[src/tbgl_pkg.sv]
// ----------------------------------------------------------------------------
// tbgl_pkg: shared types and codes for the two-button gesture latch
// Command, event and button-state codes, plus the request and result
// records passed between the core and the top level.
// ----------------------------------------------------------------------------
`default_nettype none

package tbgl_pkg;

   localparam int unsigned TIME_W   = 32;
   localparam int unsigned WINDOW_W = 16;
   localparam int unsigned CMD_W    = 3;
   localparam int unsigned KIND_W   = 3;
   localparam int unsigned STATE_W  = 3;

   localparam logic [WINDOW_W-1:0] WINDOW_RESET = 16'd500;

   // commands
   localparam logic [CMD_W-1:0] CMD_EVENT      = 3'd0;
   localparam logic [CMD_W-1:0] CMD_EVALUATE   = 3'd1;
   localparam logic [CMD_W-1:0] CMD_READ_LEFT  = 3'd2;
   localparam logic [CMD_W-1:0] CMD_READ_RIGHT = 3'd3;
   localparam logic [CMD_W-1:0] CMD_READ_COMBO = 3'd4;

   // event kinds
   localparam logic [KIND_W-1:0] EV_LONG = 3'd4;

   // button selector
   localparam logic BTN_LEFT = 1'b0;

   // button states
   localparam logic [STATE_W-1:0] ST_IDLE    = 3'd0;
   localparam logic [STATE_W-1:0] ST_PENDING = 3'd5;
   localparam logic [STATE_W-1:0] ST_LONG    = 3'd6;

   typedef struct packed {
      logic [CMD_W-1:0]  command;
      logic              which_button;
      logic [KIND_W-1:0] event_kind;
      logic [TIME_W-1:0] time_ms;
   } req_item_type;

   typedef struct packed {
      logic [STATE_W-1:0] button_state;
      logic               combo_state;
   } rsp_item_type;

   typedef struct packed {
      logic left_pending;
      logic right_pending;
      logic combo_flag;
   } core_status_type;

endpackage

`default_nettype wire

[src/two_button_gesture_latch.sv]
// ----------------------------------------------------------------------------
// two_button_gesture_latch: latch gestures from two buttons
// Takes one request per cycle when not stalled: a button event, an evaluate
// command or a read, and returns one response per request in order. A request
// is held in an input register, processed against the gesture state when the
// output register is free or draining, and its response lands in the output
// register; the sustained rate is one request per clock while responses are
// taken, set by the state update with its 32-bit elapsed-time
// subtract and compare. The request side keeps accepting while a response
// waits, as long as the input register can drain into the core. The combo
// window register (reset 500 ms) is written through csr_wr_en/csr_wr_data.
// ----------------------------------------------------------------------------
`default_nettype none

module two_button_gesture_latch (
   input  wire                                 clock,
   input  wire                                 reset,
   input  wire                                 csr_wr_en,
   input  wire  [tbgl_pkg::WINDOW_W-1:0]       csr_wr_data,
   input  wire                                 req_valid,
   output logic                                req_ready,
   input  wire  [tbgl_pkg::CMD_W-1:0]          req_command,
   input  wire                                 req_which_button,
   input  wire  [tbgl_pkg::KIND_W-1:0]         req_event_kind,
   input  wire  [tbgl_pkg::TIME_W-1:0]         req_time_ms,
   output logic                                rsp_valid,
   input  wire                                 rsp_ready,
   output logic [tbgl_pkg::STATE_W-1:0]        rsp_button_state,
   output logic                                rsp_combo_state
);

   logic                       in_valid_ff;
   tbgl_pkg::req_item_type     in_item_ff;
   logic                       rsp_valid_ff;
   tbgl_pkg::rsp_item_type     rsp_item_ff;
   tbgl_pkg::rsp_item_type     rsp_item_in;
   tbgl_pkg::core_status_type  status;
   logic                       advance;

   // process the held request when the output register is free or draining
   assign advance   = in_valid_ff && (!rsp_valid_ff || rsp_ready);
   assign req_ready = !in_valid_ff || advance;

   always_ff @(posedge clock) begin
      if (reset) begin
         in_valid_ff  <= 1'b0;
         rsp_valid_ff <= 1'b0;
      end else begin
         if (req_ready) begin
            in_valid_ff <= req_valid;
         end
         if (advance) begin
            rsp_valid_ff <= 1'b1;
         end else if (rsp_ready) begin
            rsp_valid_ff <= 1'b0;
         end
      end
   end

   always_ff @(posedge clock) begin
      if (req_ready && req_valid) begin
         in_item_ff.command      <= req_command;
         in_item_ff.which_button <= req_which_button;
         in_item_ff.event_kind   <= req_event_kind;
         in_item_ff.time_ms      <= req_time_ms;
      end
      if (advance) begin
         rsp_item_ff <= rsp_item_in;
      end
   end

   tbgl_core u_core (
      .clock       (clock),
      .reset       (reset),
      .csr_wr_en   (csr_wr_en),
      .csr_wr_data (csr_wr_data),
      .item_valid  (advance),
      .item        (in_item_ff),
      .result      (rsp_item_in),
      .status      (status)
   );

   assign rsp_valid        = rsp_valid_ff;
   assign rsp_button_state = rsp_item_ff.button_state;
   assign rsp_combo_state  = rsp_item_ff.combo_state;

`ifndef SYNTH
   // a processed request always leaves a response behind
   a_advance_fills_rsp: assert property (@(posedge clock) disable iff (reset)
      advance |=> rsp_valid_ff)
      else $error("processed request produced no response");

   // the combo flag only rises from an evaluate with both buttons pending
   a_combo_source: assert property (@(posedge clock) disable iff (reset)
      $rose(status.combo_flag) |->
         $past(advance && in_item_ff.command == tbgl_pkg::CMD_EVALUATE &&
               status.left_pending && status.right_pending))
      else $error("combo flag set without a combo evaluate");

   // the request side stalls only when both stages are full and blocked
   a_stall_cause: assert property (@(posedge clock) disable iff (reset)
      !req_ready |-> (in_valid_ff && rsp_valid_ff && !rsp_ready))
      else $error("request side stalled without back pressure");

   // a held pending left press reads out as idle and stays pending
   a_pending_reads_idle: assert property (@(posedge clock) disable iff (reset)
      (advance && in_item_ff.command == tbgl_pkg::CMD_READ_LEFT && status.left_pending)
         |=> (rsp_item_ff.button_state == tbgl_pkg::ST_IDLE && status.left_pending))
      else $error("pending left press was consumed by a read");
`endif

endmodule

`default_nettype wire

[src/tbgl_core.sv]
// ----------------------------------------------------------------------------
// tbgl_core: gesture state and per-request update
// Holds both button states, their long-press timestamps, the combo flag and
// the window register; updates them for one request and forms its result.
// ----------------------------------------------------------------------------
`default_nettype none

module tbgl_core (
   input  wire                                 clock,
   input  wire                                 reset,
   input  wire                                 csr_wr_en,
   input  wire  [tbgl_pkg::WINDOW_W-1:0]       csr_wr_data,
   input  wire                                 item_valid,
   input  wire  tbgl_pkg::req_item_type        item,
   output tbgl_pkg::rsp_item_type              result,
   output tbgl_pkg::core_status_type           status
);

   logic [tbgl_pkg::WINDOW_W-1:0] window_ff;
   logic [tbgl_pkg::STATE_W-1:0]  left_state_ff,  left_state_in;
   logic [tbgl_pkg::STATE_W-1:0]  right_state_ff, right_state_in;
   logic [tbgl_pkg::TIME_W-1:0]   left_time_ff,   left_time_in;
   logic [tbgl_pkg::TIME_W-1:0]   right_time_ff,  right_time_in;
   logic                          combo_ff,       combo_in;

   logic                          left_pend;
   logic                          right_pend;
   logic [tbgl_pkg::TIME_W-1:0]   left_elapsed;
   logic [tbgl_pkg::TIME_W-1:0]   right_elapsed;
   logic [tbgl_pkg::TIME_W-1:0]   window_wide;
   logic                          left_expired;
   logic                          right_expired;
   logic [tbgl_pkg::STATE_W-1:0]  latched_state;
   logic                          event_known;

   assign left_pend     = (left_state_ff == tbgl_pkg::ST_PENDING);
   assign right_pend    = (right_state_ff == tbgl_pkg::ST_PENDING);
   assign window_wide   = {{(tbgl_pkg::TIME_W-tbgl_pkg::WINDOW_W){1'b0}}, window_ff};
   // wrapping subtract: elapsed time modulo 2^32
   assign left_elapsed  = item.time_ms - left_time_ff;
   assign right_elapsed = item.time_ms - right_time_ff;
   assign left_expired  = left_pend && (left_elapsed > window_wide);
   assign right_expired = right_pend && (right_elapsed > window_wide);

   // state an idle button takes on for this event kind
   assign event_known   = (item.event_kind <= tbgl_pkg::EV_LONG);
   assign latched_state = (item.event_kind == tbgl_pkg::EV_LONG) ? tbgl_pkg::ST_PENDING
                                                                 : item.event_kind + 3'd1;

   always_comb begin
      left_state_in       = left_state_ff;
      right_state_in      = right_state_ff;
      left_time_in        = left_time_ff;
      right_time_in       = right_time_ff;
      combo_in            = combo_ff;
      result.button_state = tbgl_pkg::ST_IDLE;
      result.combo_state  = 1'b0;
      case (item.command)
         tbgl_pkg::CMD_EVENT: begin
            if (item.which_button == tbgl_pkg::BTN_LEFT) begin
               if (left_state_ff == tbgl_pkg::ST_IDLE && event_known) begin
                  left_state_in = latched_state;
                  if (item.event_kind == tbgl_pkg::EV_LONG) begin
                     left_time_in = item.time_ms;
                  end
               end
            end else begin
               if (right_state_ff == tbgl_pkg::ST_IDLE && event_known) begin
                  right_state_in = latched_state;
                  if (item.event_kind == tbgl_pkg::EV_LONG) begin
                     right_time_in = item.time_ms;
                  end
               end
            end
         end
         tbgl_pkg::CMD_EVALUATE: begin
            if (left_pend && right_pend) begin
               combo_in       = 1'b1;
               left_state_in  = tbgl_pkg::ST_IDLE;
               right_state_in = tbgl_pkg::ST_IDLE;
            end else if (left_expired) begin
               left_state_in = tbgl_pkg::ST_LONG;
            end else if (right_expired) begin
               right_state_in = tbgl_pkg::ST_LONG;
            end
         end
         tbgl_pkg::CMD_READ_LEFT: begin
            // a pending press reads as idle and stays pending
            if (!left_pend) begin
               result.button_state = left_state_ff;
               left_state_in       = tbgl_pkg::ST_IDLE;
            end
         end
         tbgl_pkg::CMD_READ_RIGHT: begin
            if (!right_pend) begin
               result.button_state = right_state_ff;
               right_state_in      = tbgl_pkg::ST_IDLE;
            end
         end
         tbgl_pkg::CMD_READ_COMBO: begin
            result.combo_state = combo_ff;
            combo_in           = 1'b0;
         end
         default: begin
         end
      endcase
   end

   always_ff @(posedge clock) begin
      if (reset) begin
         window_ff      <= tbgl_pkg::WINDOW_RESET;
         left_state_ff  <= tbgl_pkg::ST_IDLE;
         right_state_ff <= tbgl_pkg::ST_IDLE;
         left_time_ff   <= '0;
         right_time_ff  <= '0;
         combo_ff       <= 1'b0;
      end else begin
         if (csr_wr_en) begin
            window_ff <= csr_wr_data;
         end
         if (item_valid) begin
            left_state_ff  <= left_state_in;
            right_state_ff <= right_state_in;
            left_time_ff   <= left_time_in;
            right_time_ff  <= right_time_in;
            combo_ff       <= combo_in;
         end
      end
   end

   assign status.left_pending  = left_pend;
   assign status.right_pending = right_pend;
   assign status.combo_flag    = combo_ff;

endmodule

`default_nettype wire
[config.mk]
export PLATFORM = sky130hd
export DESIGN_NAME = two_button_gesture_latch
export DESIGN_NICKNAME = d
export VERILOG_FILES = /design/src/tbgl_pkg.sv /design/src/two_button_gesture_latch.sv /design/src/tbgl_core.sv
export SDC_FILE = /design/constraint.sdc
export NUM_CORES = 1
export LEC_CHECK = 0
export BUFFER_PORTS_ARGS = -buffer_cell sky130_fd_sc_hd__buf_2
export CORE_ASPECT_RATIO = 0.5
export CORE_MARGIN = 5
export CORE_UTILIZATION = 27
export CTS_CLUSTER_DIAMETER = 30
export DETAILED_ROUTE_END_ITERATION = 12
export PLACE_DENSITY = 0.49
export SYNTH_ARGS = -nofsm -noshare
export SYNTH_HDL_FRONTEND = slang
export SYNTH_HIERARCHICAL = 1
export SYNTH_SLANG_ARGS = --single-unit
[constraint.sdc]
create_clock -name clock -period 4.6 [get_ports clock]
set_clock_uncertainty 0.2 [all_clocks]
set_input_delay 0.92 -clock clock [delete_from_list [all_inputs] [get_ports clock]]
set_output_delay 0.92 -clock clock [all_outputs]
set_load 0.02 [all_outputs]
* Yosys cells after proc, flatten, opt, wreduce, memory -nomap -nowiden
Cells that the tools add are included.
Storage, ports and cells: bits in registers 132, input port bits 60, output and inout port bits 6, word-level logic and storage cells 82
Operators by class: add/subtract/negate cells 3, $lt $le $gt $ge 3, equal/unequal tests 17, multiplexer cells 21, bitwise operators 1, reductions and logical operators 23
Operator list (number):
- $gt 32x16->1 | 2
- $sub 32x32->32 | 2
- $mux 3 | 14
- $pmux 3 s3 | 2
- $eq 3x3->1 const B | 4
- $reduce_and 5->1 | 2
- $logic_not 3->1 | 3
- $ne 2x2->1 const B | 4
- $logic_and 1x1->1 | 7
- $reduce_and 7->1 | 1
- $eq 3x2->1 const B | 2
- $ne 2x1->1 const B | 3
- $ne 3x1->1 const B | 2
- $pmux 3 s2 | 1
- $reduce_and 6->1 | 1
- $reduce_bool 3->1 | 2
- $reduce_bool 2->1 | 2
- $add 3x1->3 const B | 1
- $eq 3x1->1 const B | 1
- $le 3x3->1 const B | 1
- $mux 1 | 3
- $ne 3x3->1 const B | 1
- $reduce_and 3->1 | 1
- $logic_not 1->1 | 2
- 3 further kinds | 4

* Longest topological paths before layout
word-level depth 7, gate-level depth with buffers 21, depth with buffers taken out 21

* Cells and area by module
Netlist, hierarchy kept.
By module, submodules not included:
- tbgl_core | instances 1, cells an instance 1140, area an instance 8189.1 um2, seq. area each 1741.7 um2
- two_button_gesture_latch | instances 1, cells an instance 53, area an instance 1395.1 um2, seq. area each 1331.3 um2

* Least setup slack after synthesis
OpenSTA, ideal clock, no wires.
path kind reg-to-reg, start point register in_item_ff[3] in the netlist's numbering, end point register u_core/left_state_ff[0] in the netlist's numbering, setup time 0.123 ns, data arrival time 3.768 ns, data required time 4.277 ns, slack 0.508 ns, cell stages (with the launch flop) 17, buffers on the path 0, period minus slack after synthesis 4.092 ns, cells stage by stage edfxtp_1 ha_1 a21o_1 a21oi_1 a21oi_1 o31ai_2 o21ai_0 xor2_1 ha_1 nand4_1 nor4_1 a31oi_1 or3_1 a311oi_1 and4_1 a31oi_1 mux2_1
On the way: word-level cells in the longest chain between the ends 5
Ends and longest elaborated chain:
- start: declaration | RTL line two_button_gesture_latch.sv:33 | tbgl_pkg::req_item_type in_item_ff;
- $sub 32x32->32 | RTL line tbgl_core.sv:40 | assign left_elapsed = item.time_ms - left_time_ff;
- $gt 32x16->1 | RTL line tbgl_core.sv:42 | assign left_expired = left_pend && (left_elapsed > window_wide);
- $logic_and 1x1->1 | RTL line tbgl_core.sv:42
- $ne 3x1->1 (no source line)
- $reduce_and 6->1 (no source line)
- end signal: assignment | RTL line tbgl_core.sv:112 | left_state_ff <= tbgl_pkg::ST_IDLE;
- end signal: assignment | RTL line tbgl_core.sv:122 | left_state_ff <= left_state_in;
- end: declaration | RTL line tbgl_core.sv:20 | logic [tbgl_pkg::STATE_W-1:0] left_state_ff, left_state_in;
No other way between the ends. A chain may end at the register's enable or synchronous reset.

* Worst setup path after layout
start point register in_item_ff[11] in the netlist's numbering, end point register u_core/left_state_ff[0] in the netlist's numbering
Same word-level chain as after synthesis.

==> flow_summary.ini <==
[layout]
design_area_mm2 = 0.0113
fillers = 3694
syn2layout_area_growth_pct = 17.9
final_layout_size_suffix_gt1_frac = 0.138
final_nets = 1406
final_core_util = 0.325
instances_no_fill = 1736
final_common_cell = nand2_1
antenna_cells = 0
mostFrequentLayoutCells = nand2_1, a21oi_1, inv_1

[setup_path]
crit_slowest_cell = edfxtp_1
r2r.worst_path.cells = 16
crit_path_start_kind = flip-flop
required_ns = 4.73
worstPathCellList = ha_1 > a21oi_2 > nand3b_1 > o31ai_2 > buf_4 > xnor2_1 > ha_1 > a21o_1 > a21o_1 > a21oi_2 > a31oi_4 > or3_1 > a311oi_1 > and4_1 > a31oi_2 > mux2_1
crit_family = compound AO/OA/AOI/OAI gates
critPathMaxStageDelay_ns = 0.44
timing.rr.start = in_item_ff[11]
crit_path_max_fanout = 6
end_kind = flip-flop
critPathKind = flip-flop to flip-flop
ff2ff_setup_slack_ns = 0.14
worstPathArrival_ns = 4.59
rr_endpoint = u_core/left_state_ff[0]
cp_num_buf_inv = 1

[power]
ir_drop_mv = 0.246
p_leak_nw = 4.17
power.density_mw_per_mm2 = 309

[yosys]
syn_area_mm2 = 0.00956
synth_area_per_cell_um2 = 8.04
syn_nets = 1347
yosys_warnings = 6
synthesis.instances = 1189

[floorplanning]
dieArea_mm2 = 0.0395
num_io_pins = 66
die_x_um = 276
die_height_um = 143
initial_core_util = 0.275
std_cell_rows = 48
core_mm2 = 0.0347

[detailed_routing]
wl_mm = 29.7
via_per_inst = 5.05
drt_iter0_markers = 595
vias = 8761
drt-pass1-iter-count = 5
wl_per_cell_um = 17.1
drc = 0
drtAntennaViolNets = 0

[sta]
finalHoldViolations = 0
finalSetupTns_ns = 0
fin_ws_ns = 0.138
min_period_ns = 4.46
tightest_slew_ns = 0.889
fmax_ghz = 0.224
setup_viol = 0
slew-limit-headroom = 0.405
min_period_over_period = 0.970
slew_violations = 0

[placed_design]
dp_cells = 1695
place_congestion = 0.864
placedInstanceArea_mm2 = 0.0104
place_ws_ns = 0.00366
dp_hpwl_mm = 22.5
portBuffers = 65

[hold_path]
hold_depth = 2
holdCritPathClass = flip-flop to flip-flop
worstHoldEndpoint = u_core/left_time_ff[24]
min_from = u_core/left_time_ff[24]

[clock_network]
clock_latency_ns = 0.45
cts_buffers = 17
cts_max_level = 4
clockRootBuffer = clkbuf_16
cts_tree = done
clk_pin_slew_worst_paths_ns = 0.06
clock-sinks = 132
clock_path_buffers = 2

[global_route]
grt_pass1_wl_mm = 46.1
grt-ovfl-total = 0
grt_max_degree = 58
grt_usage = 0.147
antenna_found_initial = 0
grt_pass1_vias = 8460

[flow_run]
cap_violations = 0

[status]
outcome = finished clean
==> state kept, by name, indices dropped and copies added (netlist names) <==
register	flops
in_item_ff	39
in_valid_ff	1
rsp_button_state	3
rsp_combo_state	1
rsp_valid	1
u_core/combo_ff	1
u_core/left_state_ff	3
u_core/left_time_ff	32
u_core/right_state_ff	3
u_core/right_time_ff	32
u_core/window_ff	16
==> worst reg2reg max path: stages (launching register included) <==
cell,delay [ns]
edfxtp_1,0.44
ha_1,0.44
a21oi_2,0.23
nand3b_1,0.15
o31ai_2,0.32
buf_4,0.21
xnor2_1,0.13
ha_1,0.28
a21o_1,0.16
a21o_1,0.18
a21oi_2,0.20
a31oi_4,0.14
or3_1,0.38
a311oi_1,0.21
and4_1,0.24
a31oi_2,0.11
mux2_1,0.33
==> worst max path at each step <==
stage                   start                      end  cells past startpoint
2_1_floorplan   in_item_ff[3]  u_core/left_state_ff[0]                     16
3_3_place_gp    in_item_ff[0]  u_core/left_state_ff[0]                     17
3_5_place_dp    in_item_ff[0]  u_core/left_state_ff[0]                     17
4_1_cts         in_item_ff[0]  u_core/left_state_ff[0]                     18
5_1_grt         in_item_ff[5]  u_core/left_state_ff[0]                     16
6_report       in_item_ff[11]  u_core/left_state_ff[0]                     16
==> power breakdown <==
part | switching (mW) | internal [mW]
clock network | 0.560 | 1.02
logic | 0.375 | 0.250
registers | 0.0363 | 1.24
==> routing by layer <==
layer | wire [um] | track usage | part of all wire
met5 | 0 | 0 | 0
met4 | 561 | 0.0465 | 0.019
met3 | 1590 | 0.0356 | 0.053
met2 | 13900 | 0.250 | 0.47
met1 | 13600 | 0.188 | 0.46
==> per-stage QoR <==
step | hold slack [ns] | power (mW)
4_1_cts | 0.255 | 3.49
3_5_place_dp | 0.246 | 1.89
3_3_place_gp | 0.243 | 1.88
6_report | 0.252 | 3.48
5_1_grt | 0.269 | 3.65
2_1_floorplan | 0.236 | 1.71
==> final cells by class <==
class / count / area, um^2 / area share
timing repair buffer: 90 / 513 / 0.0455
sequential: 132 / 3070 / 0.273
multi-input combinational: 902 / 6020 / 0.535
clock buffer: 19 / 433 / 0.0384
clock inverter: 13 / 234 / 0.0208
tap: 475 / 594 / 0.0528
inverter: 105 / 394 / 0.0350
==> timing repair <==
item | 4_1_cts | 5_1_grt
setup endpoints to repair | 1 | 4
hold buffers | 0 | 0
buffers inserted | 0 | 9
resized for setup | 1 | 28
pin swaps | 0 | 9
endpoints found under the hold margin | 0 | 0
(Power assumes the default switching activity.)
